--- src/bitmap_page_allocator_core_defines.svh ---
// ----------------------------------------------------------------------------
// bitmap page allocator assertion macros
// shared property wrappers, clocked on clk and disabled while rst_n is low
// ----------------------------------------------------------------------------
`ifndef BITMAP_PAGE_ALLOCATOR_CORE_DEFINES_SVH
`define BITMAP_PAGE_ALLOCATOR_CORE_DEFINES_SVH

// consequent must hold in the same cycle
`define BPA_ASSERT_NOW(lbl, ante, cons, msg) \
    lbl: assert property (@(posedge clk) disable iff (!rst_n) (ante) |-> (cons)) else $error(msg);

// consequent must hold in the following cycle
`define BPA_ASSERT_NEXT(lbl, ante, cons, msg) \
    lbl: assert property (@(posedge clk) disable iff (!rst_n) (ante) |=> (cons)) else $error(msg);

`endif

--- src/bpa_pkg.sv ---
// ----------------------------------------------------------------------------
// bpa_pkg
// shared types, widths and helpers of the bitmap page allocator
// ----------------------------------------------------------------------------
package bpa_pkg;

    localparam int DEF_MAX_PAGES = 65536;
    localparam int CMD_W         = 2;
    localparam int PAGE_IDX_W    = 16;
    localparam int COUNT_W       = 17;
    localparam int STATUS_W      = 2;
    localparam int WORD_BITS     = 64;
    localparam int BIT_W         = 6;
    localparam int PADDR_W       = 3;
    localparam int PDATA_W       = 32;

    localparam logic [COUNT_W-1:0] PAGE_COUNT_RST = COUNT_W'(65536);

    // register index carried in paddr[2]
    localparam logic REG_PAGE_COUNT = 1'b0;

    typedef enum logic [CMD_W-1:0] {
        CMD_ALLOC   = 2'd0,
        CMD_FREE    = 2'd1,
        CMD_RESERVE = 2'd2
    } cmd_t;

    typedef enum logic [STATUS_W-1:0] {
        STAT_DONE  = 2'd0,
        STAT_OOM   = 2'd1,
        STAT_SAME  = 2'd2,
        STAT_RANGE = 2'd3
    } status_t;

    typedef enum logic [2:0] {
        S_CLEAR,
        S_IDLE,
        S_MOD,
        S_PREP,
        S_SCAN,
        S_UPD
    } fsm_state_t;

    // position of the lowest set bit of a bitmap word
    function automatic logic [BIT_W-1:0] lowest_set(input logic [WORD_BITS-1:0] w);
        logic [BIT_W-1:0] pos;
        pos = '0;
        for (int i = WORD_BITS - 1; i >= 0; i--)
        begin
            if (w[i])
            begin
                pos = BIT_W'(i);
            end
        end
        return pos;
    endfunction

endpackage

--- src/bpa_rem.sv ---
// ----------------------------------------------------------------------------
// bpa_rem
// bit-serial restoring remainder, one dividend bit per cycle
// ----------------------------------------------------------------------------
module bpa_rem import bpa_pkg::*;
#(
    parameter int IDX_W = COUNT_W
)
(
    input  logic                  clk,
    input  logic                  rst_n,
    input  logic                  start,
    input  logic [PAGE_IDX_W-1:0] dividend,
    input  logic [IDX_W-1:0]      divisor,
    output logic                  done,
    output logic [PAGE_IDX_W-1:0] remainder
);

    localparam int STEP_W = $clog2(PAGE_IDX_W);

    logic                  busy_reg,  busy_next;
    logic                  done_reg,  done_next;
    logic [STEP_W-1:0]     step_reg,  step_next;
    logic [PAGE_IDX_W-1:0] dvd_reg,   dvd_next;
    logic [IDX_W-1:0]      part_reg,  part_next;
    logic [IDX_W:0]        trial;
    logic [IDX_W:0]        div_ext;

    assign div_ext = {1'b0, divisor};
    assign trial   = {part_reg, dvd_reg[PAGE_IDX_W-1]};

    always_comb
    begin
        busy_next = busy_reg;
        done_next = 1'b0;
        step_next = step_reg;
        dvd_next  = dvd_reg;
        part_next = part_reg;
        if (start)
        begin
            busy_next = 1'b1;
            step_next = '0;
            dvd_next  = dividend;
            part_next = '0;
        end
        else if (busy_reg)
        begin
            if (trial >= div_ext)
            begin
                part_next = IDX_W'(trial - div_ext);
            end
            else
            begin
                part_next = IDX_W'(trial);
            end
            dvd_next  = dvd_reg << 1;
            step_next = step_reg + 1'b1;
            if (step_reg == STEP_W'(PAGE_IDX_W - 1))
            begin
                busy_next = 1'b0;
                done_next = 1'b1;
            end
        end
    end

    always_ff @(posedge clk or negedge rst_n)
    begin
        if (!rst_n)
        begin
            busy_reg <= 1'b0;
            done_reg <= 1'b0;
            step_reg <= '0;
        end
        else
        begin
            busy_reg <= busy_next;
            done_reg <= done_next;
            step_reg <= step_next;
        end
    end

    always_ff @(posedge clk)
    begin
        dvd_reg  <= dvd_next;
        part_reg <= part_next;
    end

    // remainder never exceeds the 16-bit dividend
    assign done      = done_reg;
    assign remainder = part_reg[PAGE_IDX_W-1:0];

endmodule

--- config.mk ---
export PLATFORM = sky130hd
export DESIGN_NAME = bpa_rem
export DESIGN_NICKNAME = d
export VERILOG_FILES = /design/src/bitmap_page_allocator_core_defines.svh /design/src/bpa_pkg.sv /design/src/bpa_rem.sv
export SDC_FILE = /design/constraint.sdc
export NUM_CORES = 1
export LEC_CHECK = 0
export ABC_AREA = 1
export BUFFER_PORTS_ARGS = -buffer_cell sky130_fd_sc_hd__buf_2
export CORE_MARGIN = 1.5
export CORE_UTILIZATION = 40
export DETAILED_ROUTE_END_ITERATION = 7
export SYNTH_ARGS = -nofsm -noshare
export SYNTH_HDL_FRONTEND = slang
export SYNTH_SLANG_ARGS = --single-unit
--- constraint.sdc ---
create_clock -name clk -period 2.3 [get_ports clk]
set_clock_uncertainty 0.2 [all_clocks]
set_input_delay 0.345 -clock clk [delete_from_list [all_inputs] [get_ports clk]]
set_output_delay 0.345 -clock clk [all_outputs]
set_load 0.02 [all_outputs]
==> metrics.yaml, run 1 <==
drc: 0
clk_pin_slew_worst_paths_ns: 0.08
yosys-top-cells-count: "nand2_1 (180), inv_1 (78), nand3_1 (47)"
irDropWorstVdd_v: 0.000451
worstMarginPinSlew_ns: 0.337
place_congestion: 0.909
drt_iter0_markers: 122
arrival_ns: 2.16
syn-mean-instance-area_sq_um: 6.63
setup_tns_ns: 0
row_count: 32
vias_per_cell: 4.63
largest_reg_flops: 17
n_antenna_cell: 0
hold_viol: 0
synth_most_common_cell: "nand2_1"
cap_violations: 0
track_usage_pct: 18.1
cp-end-kind: "register"
r2r.worst_path.cells: 11
path_max_fanout: 8
path_cells: "inv_2, ha_2, inv_2, fa_2, nand3_2, nand3_4, nand2_8, buf_12, nand3_1, nand3_1, o21ai_0"
cts_buffer_depth: 2
postSynth.asyncResetShare_pct: 15.4
yosysWarnings: 0
setup_viol: 0
min_period_ns: 2.19
synth_area_leaders: "nand2_1 (22%), edfxtp_1 (15%), dfxtp_1 (11%), inv_1 (9.4%), nand3_1 (7.5%)"
holdPathStages: 3
synth_edf_count: 16
cts_root_buf: "clkbuf_8"
ys_ff_latch: 39
vias: 2906
initial_core_util_pct: 40.8
cts_tree: "done"
io_buffers: 52
max_stage_delay_ns: 0.42
synth_top_area_share_pct: 21.6
io-pin-count: 53
die_area_sq_um: 8350
htree_levels: 2
gr-total-overflow: 0
seqCellArea_sq_um: 971
wl_per_cell_um: 11.9
grt_pass1_wl_mm: 12.0
dr.pass1.iters: 5
ant_nets: 0
power.density_nw_per_um2: 1130
syn-cell-area_sq_um: 3120
fmax_mhz: 457
syn2layout_area_growth_pct: 16.9
start_kind: "register"
status: "finished, final reports clean"
hp-class: "in -> reg"
die_x_um: 91.4
numCtsBuffers: 5
synth_area_leader_cell: "nand2_1"
synth_ff_type: "dfxtp_1"
grt_pass1_vias: 2621
antenna_found_initial: 0
final_nets: 580
ys_seq_area_share_pct: 31.1
utilization_pct: 47.7
syn_inst: 471
worstSetupPathType: "reg -> reg"
n_fill_cell: 802
routed_wl_mm: 7.48
ys_types: 38
fin_crit_sh_pct: 95.2
multiInputGateArea_sq_um: 1730
syn_nets: 526
grt_start_max_net_pins: 24
insertion_delay_ns: 0.29
dp_hpwl_mm: 5.92
core_sq_um: 7650
slew_headroom_pct: 77.6
cts_sinks: 39
die_h_um: 91.4
slowest_stage: "fa_2"
required_ns: 2.27
drive_gt1_share_pct: 20.2
report.final.slew_viol_count: 0
leakage_nw: 2.07
[stage by stage]
stage / hold WS [ns] / total power [mW] / setup WS, ns / cells / area (sq um)
5_1_grt: 0.108 / 4.49 / -0.00153 / 628 / 3650
3_5_place_dp: -0.0212 / 3.50 / -0.0357 / 613 / 3420
2_1_floorplan: -0.151 / 3.05 / 0.266 / 471 / 3120
4_1_cts: 0.105 / 4.08 / 0.00866 / 622 / 3540
3_3_place_gp: -0.0214 / 3.48 / -0.0343 / 613 / 3420
6_report: 0.115 / 4.13 / 0.111 / 628 / 3650
[cells in the final DEF, fill, tap and decap left out, types with 3 or more instances in the layout]
cell      netlist  final
inv_2           3      5
nor2_2          3      3
a21oi_1        11     11
buf_4          16     16
nand3b_1        6      6
dfrtp_1         6      6
dfxtp_1        17     17
nand2_2         6      7
inv_1          78     76
o21ai_1         3      3
clkbuf_8        0      5
edfxtp_1       16     16
nand2_1       180    179
o21ai_0         8      8
nor2_1         17     17
nand3_1        47     44
buf_2           1     52
xnor2_1         6      6
ha_1           18     16
nand4_1         5      5
[kinds of logic after synthesis]
group / count (synthesis) / synth area share [%]
simple gates: 277 / 39.8
buf+inv: 106 / 15.5
flops: 39 / 31.1
compound gates: 23 / 3.77
fa+ha+maj: 19 / 7.85
xor+xnor: 7 / 1.96
[power breakdown]
group,internal [mW],switching (mW),total (mW)
combinational,0.965,1.56,2.52
clock,0.318,0.241,0.559
sequential,0.889,0.154,1.04
[timing repair]
item,in CTS,in global routing
pin swaps,0,5
hold buffers,1,0
buffers inserted,0,5
hold endpoints to repair,6,0
gates cloned,0,1
setup endpoints to repair,4,16
resized for setup,1,11
[metal layers]
layer / vias up / share of wire (%) / global-route usage [%]
met5: - / 0 / 0
met4: 0 / 0.90 / 4.56
met3: 7 / 3.6 / 3.35
met2: 53 / 47 / 30.0
met1: 1293 / 48 / 24.2
li1: 1553 / - / -
[worst paths after layout]
path / start / to / slack (ns)
min in group asynchronous: rst_n / step_reg[1]$_DFFE_PN0P_ / 0.20
max in group asynchronous: rst_n / step_reg[0]$_DFFE_PN0P_ / 1.55
setup reg to reg: dvd_reg[15]$_DFFE_PP_ / part_reg[2]$_SDFFE_PP0P_ / 0.11
hold reg to reg: step_reg[3]$_DFFE_PN0P_ / step_reg[3]$_DFFE_PN0P_ / 0.26
setup / recovery: dvd_reg[15]$_DFFE_PP_ / part_reg[2]$_SDFFE_PP0P_ / 0.11
hold / removal: dividend[0] / dvd_reg[0]$_SDFFCE_PN0P_ / 0.12
[critical path: cells and delay by family (launching register included)]
kind | cells | cell delay (ns)
simple gates | 5 | 0.56
flops | 1 | 0.40
compound gates | 1 | 0.08
buf+inv | 3 | 0.24
fa+ha+maj | 2 | 0.58
[area by class of cell]
cell class / instances / area share [%]
clock buffer: 5 / 1.88
clock inverter: 3 / 1.06
tap: 102 / 3.50
sequential: 39 / 26.6
timing repair buffer: 70 / 11.2
multi-input combinational: 327 / 47.3
inverter: 82 / 8.43
(Power assumes the default switching activity.)
==> run 2: changes to the inputs <==
--- a/config.mk
+++ b/config.mk
@@ -12,2 +12,3 @@
 export DETAILED_ROUTE_END_ITERATION = 7
+export GPL_TIMING_DRIVEN = 0
 export SYNTH_ARGS = -nofsm -noshare
==> constraint.sdc (replaced) <==
create_clock -name clk -period 2.3 [get_ports clk]
set_clock_uncertainty 0.2 [all_clocks]
set_input_delay 0.23 -clock clk [delete_from_list [all_inputs] [get_ports clk]]
set_output_delay 0.23 -clock clk [all_outputs]
set_load 0.02 [all_outputs]
==> metrics.yaml, run 2 (synthesis gave the netlist of run 1 again) <==
irDropWorstVdd_v: 0.000509
design_power_total_mw: 4.40
grt_setup_unrepaired: "true"
dp_hpwl_mm: 5.74
path_max_fanout: 4
cts_root_buf: "clkbuf_8"
arrival_ns: 2.16
antenna_found_initial: 0
die_x_um: 91.4
io_buffers: 52
cts_sinks: 39
drt_iter0_markers: 134
status: "complete, but fails checks"
final_nets: 600
path_cells: "inv_2, ha_2, inv_2, fa_2, nand3_1, nand3_2, buf_4, xnor2_1, nand2_1, nand3_1, o21ai_0"
dr.pass1.iters: 4
core_sq_um: 7650
failed_checks: "negative hold slack"
numCtsBuffers: 5
drc: 0
placed_cell_area_sq_um: 3510
largest_reg_flops: 17
io-pin-count: 53
insertion_delay_ns: 0.30
min_period_ns: 2.20
required_ns: 2.26
ant_nets: 0
worstSetupPathType: "reg -> reg"
hold_viol: 1
grt_pass1_wl_mm: 12.1
cap_violations: 0
vias: 2886
die_area_sq_um: 8350
fmax_mhz: 455
place_congestion: 0.864
grt_pass1_vias: 2611
vias_per_cell: 4.45
slowest_stage: "fa_2"
clk_pin_slew_worst_paths_ns: 0.09
n_antenna_cell: 0
cp-end-kind: "register"
layout_commonest_cell: "nand2_1"
start_kind: "register"
htree_levels: 2
power.density_nw_per_um2: 1150
report.final.slew_viol_count: 0
routed_wl_mm: 7.24
track_usage_pct: 18.1
most-common-layout-cells: "nand2_1 (175), inv_1 (76), buf_2 (54)"
fin_crit_sh_pct: 95.7
whs_ns: -0.000727
hp-class: "in -> reg"
worstMarginPinSlew_ns: 0.833
final_area_sq_um: 3810
grt_start_max_net_pins: 24
max_stage_delay_ns: 0.42
cts_buffer_depth: 2
die_h_um: 91.4
utilization_pct: 49.8
n_fill_cell: 810
leakage_nw: 2.16
syn2layout_area_growth_pct: 22.0
gr-total-overflow: 0
drive_gt1_share_pct: 21.6
slew_headroom_pct: 44.4
setup_viol: 0
initial_core_util_pct: 40.8
cts_tree: "done"
row_count: 32
wl_per_cell_um: 11.2
==> run 2: cell types whose count changed in the layout (fill, tap and decap cells not counted), sizes merged <==
cell / change
bufinv: +1
buf: +11
clkbuf: +3
dlygate4sd3: +7
clkinv: -2
nand2: -1
clkinvlp: +1
==> run 2: path summary, 6_finish.rpt <==
path / from / to / slack, ns / depth (start not counted)
setup / recovery: dvd_reg[15]$_DFFE_PP_ / part_reg[4]$_SDFFE_PP0P_ / 0.1 / 11
hold / removal: dividend[12] / dvd_reg[12]$_DFFE_PP_ / -0.0007 / 3
setup reg to reg: dvd_reg[15]$_DFFE_PP_ / part_reg[4]$_SDFFE_PP0P_ / 0.1 / 11
hold reg to reg: step_reg[3]$_DFFE_PN0P_ / step_reg[3]$_DFFE_PN0P_ / 0.27 / 1
max in group asynchronous: rst_n / step_reg[0]$_DFFE_PN0P_ / 1.65 / 2
min in group asynchronous: rst_n / step_reg[1]$_DFFE_PN0P_ / 0.10 / 2
==> run 2: layer usage <==
| metal | wire [um] | vias up | GRT usage (%) |
|---|---|---|---|
| met5 | 0 | - | 0 |
| met4 | 97 | 0 | 4.56 |
| met3 | 225 | 12 | 2.68 |
| met2 | 3370 | 39 | 30.0 |
| met1 | 3550 | 1244 | 24.5 |
| li1 | - | 1591 | - |
==> run 2: where the power goes <==
part / leakage [nW] / internal (mW) / switching (mW)
Combinational: 1.70 / 1.12 / 1.53
Sequential: 0.394 / 0.888 / 0.163
Clock: 0.0644 / 0.433 / 0.261
Total: 2.16 / 2.44 / 1.96
==> run 2: metrics by stage <==
| stage | TNS [ns] | setup slack [ns] | cells |
|---|---|---|---|
| floorplan | 0 | 0.266 | 471 |
| global placement | 0 | 0.0187 | 625 |
| detailed placement | 0 | 0.00505 | 625 |
| CTS | 0 | 0.0622 | 642 |
| global route | -0.228 | -0.0374 | 648 |
| finish | 0 | 0.0999 | 648 |
==> run 2: cell type report <==
type                            instances  area, sq um  share of cell area, %
Multi-Input combinational cell        326         1690                   44.5
Timing Repair Buffer                   67          394                   10.3
Clock buffer                            5         68.8                   1.81
Clock inverter                          3         67.6                   1.77
Sequential cell                        39          971                   25.5
Tap cell                              102          128                   3.35
Inverter                               82          308                   8.08
Buffer                                 24          178                   4.66
==> run 2: critical path: cells and delay by family (launching register included) <==
family,cells,cell delay (ns)
adder cells (fa/ha/maj),2,0.58
AO/OA/AOI/OAI,1,0.08
buffers and inverters,3,0.30
flip-flops,1,0.39
XOR/XNOR,1,0.12
AND/OR/NAND/NOR,4,0.40
==> run 2: what timing repair did <==
action | 4_1_cts | 5_1_grt
endpoints found under the setup margin | 5 | 14
gates cloned | 0 | 1
setup buffers | 1 | 5
hold buffers | 8 | 0
resized for setup | 1 | 11
hold endpoints to repair | 13 | 0
pin swaps | 1 | 5
==> run 3: changes to the inputs <==
Clock period 2.3 ns to 1.95 ns, I/O delays scaled along.
==> metrics.yaml, run 3 (synthesis gave the netlist of run 1 again) <==
cts_tree: "done"
place_ws_ns: -0.239
path_max_fanout: 6
numCtsBuffers: 5
p_comb_share_pct: 66.5
cp-end-kind: "register"
drt_iter0_markers: 156
ant_nets: 0
setup_viol: 17
wirelength_met1_mm: 3.90
drc: 0
fin_ws_ns: -0.139
drive_gt1_share_pct: 31.5
fin_crit_sh_pct: 107
initial_core_util_pct: 40.8
wl_met3_um: 298
arrival_ns: 2.12
row_count: 32
die_area_sq_um: 8350
insertion_delay_ns: 0.31
wl_met2_mm: 3.89
io-pin-count: 53
slowest_stage: "edfxtp_1"
max_stage_delay_ns: 0.39
cap_violations: 0
sw_frac_of_total_pct: 45.3
placed_cell_area_sq_um: 3520
wl_per_cell_um: 12.4
gr-total-overflow: 0
power.density_nw_per_um2: 1380
grt_start_max_net_pins: 24
grt_pass1_wl_mm: 13.7
hp-class: "in -> async"
grt_pass1_vias: 2986
irDropWorstVdd_v: 0.000741
hold_viol: 0
syn2layout_area_growth_pct: 39.2
cts_buffer_depth: 2
layout_commonest_cell: "nand2_1"
seqCellArea_sq_um: 986
vias_per_cell: 4.66
required_ns: 1.98
status: "complete, but fails checks"
vias: 3091
grt_setup_unrepaired: "true"
p_switching_mw: 2.72
failed_checks: "negative setup slack"
intPower_mw: 3.28
dr.pass1.iters: 4
multiInputGateArea_sq_um: 2070
n_antenna_cell: 0
report.final.slew_viol_count: 0
n_fill_cell: 726
worstSetupPathType: "reg -> reg"
final_area_sq_um: 4350
fmax_mhz: 479
track_usage_pct: 20.3
place_congestion: 0.915
die_h_um: 91.4
cts_root_buf: "clkbuf_8"
core_sq_um: 7650
routed_wl_mm: 8.22
min_period_ns: 2.09
cts_sinks: 39
timing.rr.start: "dvd_reg[15]$_DFFE_PP_"
most-common-layout-cells: "nand2_1 (161), inv_1 (76), buf_2 (53)"
maxUsedRoutingLayer: "met4"
start_kind: "register"
die_x_um: 91.4
clockPowerShare_pct: 12.1
path_cells: "inv_2, ha_4, inv_2, fa_2, nand3_4, nand3_4, nand2_8, nand2_8, buf_6, nand2_1, nand3_1, o21ai_1"
io_buffers: 52
final_nets: 616
htree_levels: 2
setup_tns_ns: -2.00
worstMarginPinSlew_ns: 0.879
largest_reg_flops: 17
leakage_nw: 2.29
dp_hpwl_mm: 5.82
slew_headroom_pct: 41.4
antenna_found_initial: 0
cp-startpoint: "dvd_reg[15]$_DFFE_PP_"
clk_pin_slew_worst_paths_ns: 0.10
power_frac_seq_pct: 21.4
## run 3: cell count changes in the layout (fill, tap and decap cells not counted), moves of 10 or more
cell     delta
nand2_1    -14
dfxtp_1    -10
ha_1       -15
ha_4       +16
## run 3: per-stage QoR
stage          instances  total power, mW  util, %  hold slack [ns]
2_1_floorplan        471             3.61        -           -0.301
3_3_place_gp         625             4.23     46.1           -0.173
3_5_place_dp         625             4.26     46.1           -0.166
4_1_cts              664             5.49     53.1           0.0356
5_1_grt              664             6.46     56.8           0.0721
6_report             664             6.00     56.8           0.0358
## run 3: power by group through the flow
| stage | Sequential [mW] | Combinational (mW) | Clock [mW] |
|---|---|---|---|
| floorplan | 1.18 | 2.43 | 0 |
| global placement | 1.21 | 3.02 | 0 |
| detailed placement | 1.22 | 3.04 | 0 |
| CTS | 1.23 | 3.53 | 0.737 |
| global route | 1.31 | 4.37 | 0.768 |
| finish | 1.28 | 3.99 | 0.724 |
## run 3: path summary, 6_finish.rpt
kind,to,slack (ns),cells past startpoint
setup reg to reg,part_reg[3]$_SDFFE_PP0P_,-0.14,12
max in group asynchronous,step_reg[2]$_DFFE_PN0P_,1.35,2
hold / removal,done$_DFF_PN0_,0.04,2
min in group clk,part_reg[4]$_SDFFE_PP0P_,0.07,4
setup / recovery,part_reg[3]$_SDFFE_PP0P_,-0.14,12
hold reg to reg,step_reg[3]$_DFFE_PN0P_,0.27,1
## run 3: layer usage
| layer | global-route usage [%] | up-vias |
|---|---|---|
| met5 | 0 | - |
| met4 | 5.34 | 0 |
| met3 | 2.93 | 11 |
| met2 | 34.4 | 61 |
| met1 | 27.0 | 1395 |
| li1 | - | 1624 |
## run 3: timing repair
action                     CTS  global route
hold endpoints to repair    22             0
resized for setup           29            58
cloned                       1             0
setup endpoints to repair   18            18
hold buffers                17             0
pin swaps                   11            14
buffers inserted            13             0
## run 3: critical path, delay by kind of cell (launching register included)
kind	cells	cell delay, ns
AO/OA/AOI/OAI	1	0.09
adder cells (fa/ha/maj)	2	0.51
buffers and inverters	3	0.26
AND/OR/NAND/NOR	6	0.57
flip-flops	1	0.39
## run 3: final cells by class
| cell class | instances | area share [%] |
|---|---|---|
| Buffer | 24 | 4.20 |
| Timing Repair Buffer | 83 | 12.9 |
| Tap cell | 102 | 2.94 |
| Inverter | 82 | 7.08 |
| Clock inverter | 3 | 1.01 |
| Clock buffer | 5 | 1.58 |
| Sequential cell | 39 | 22.7 |
| Multi-Input combinational cell | 326 | 47.6 |
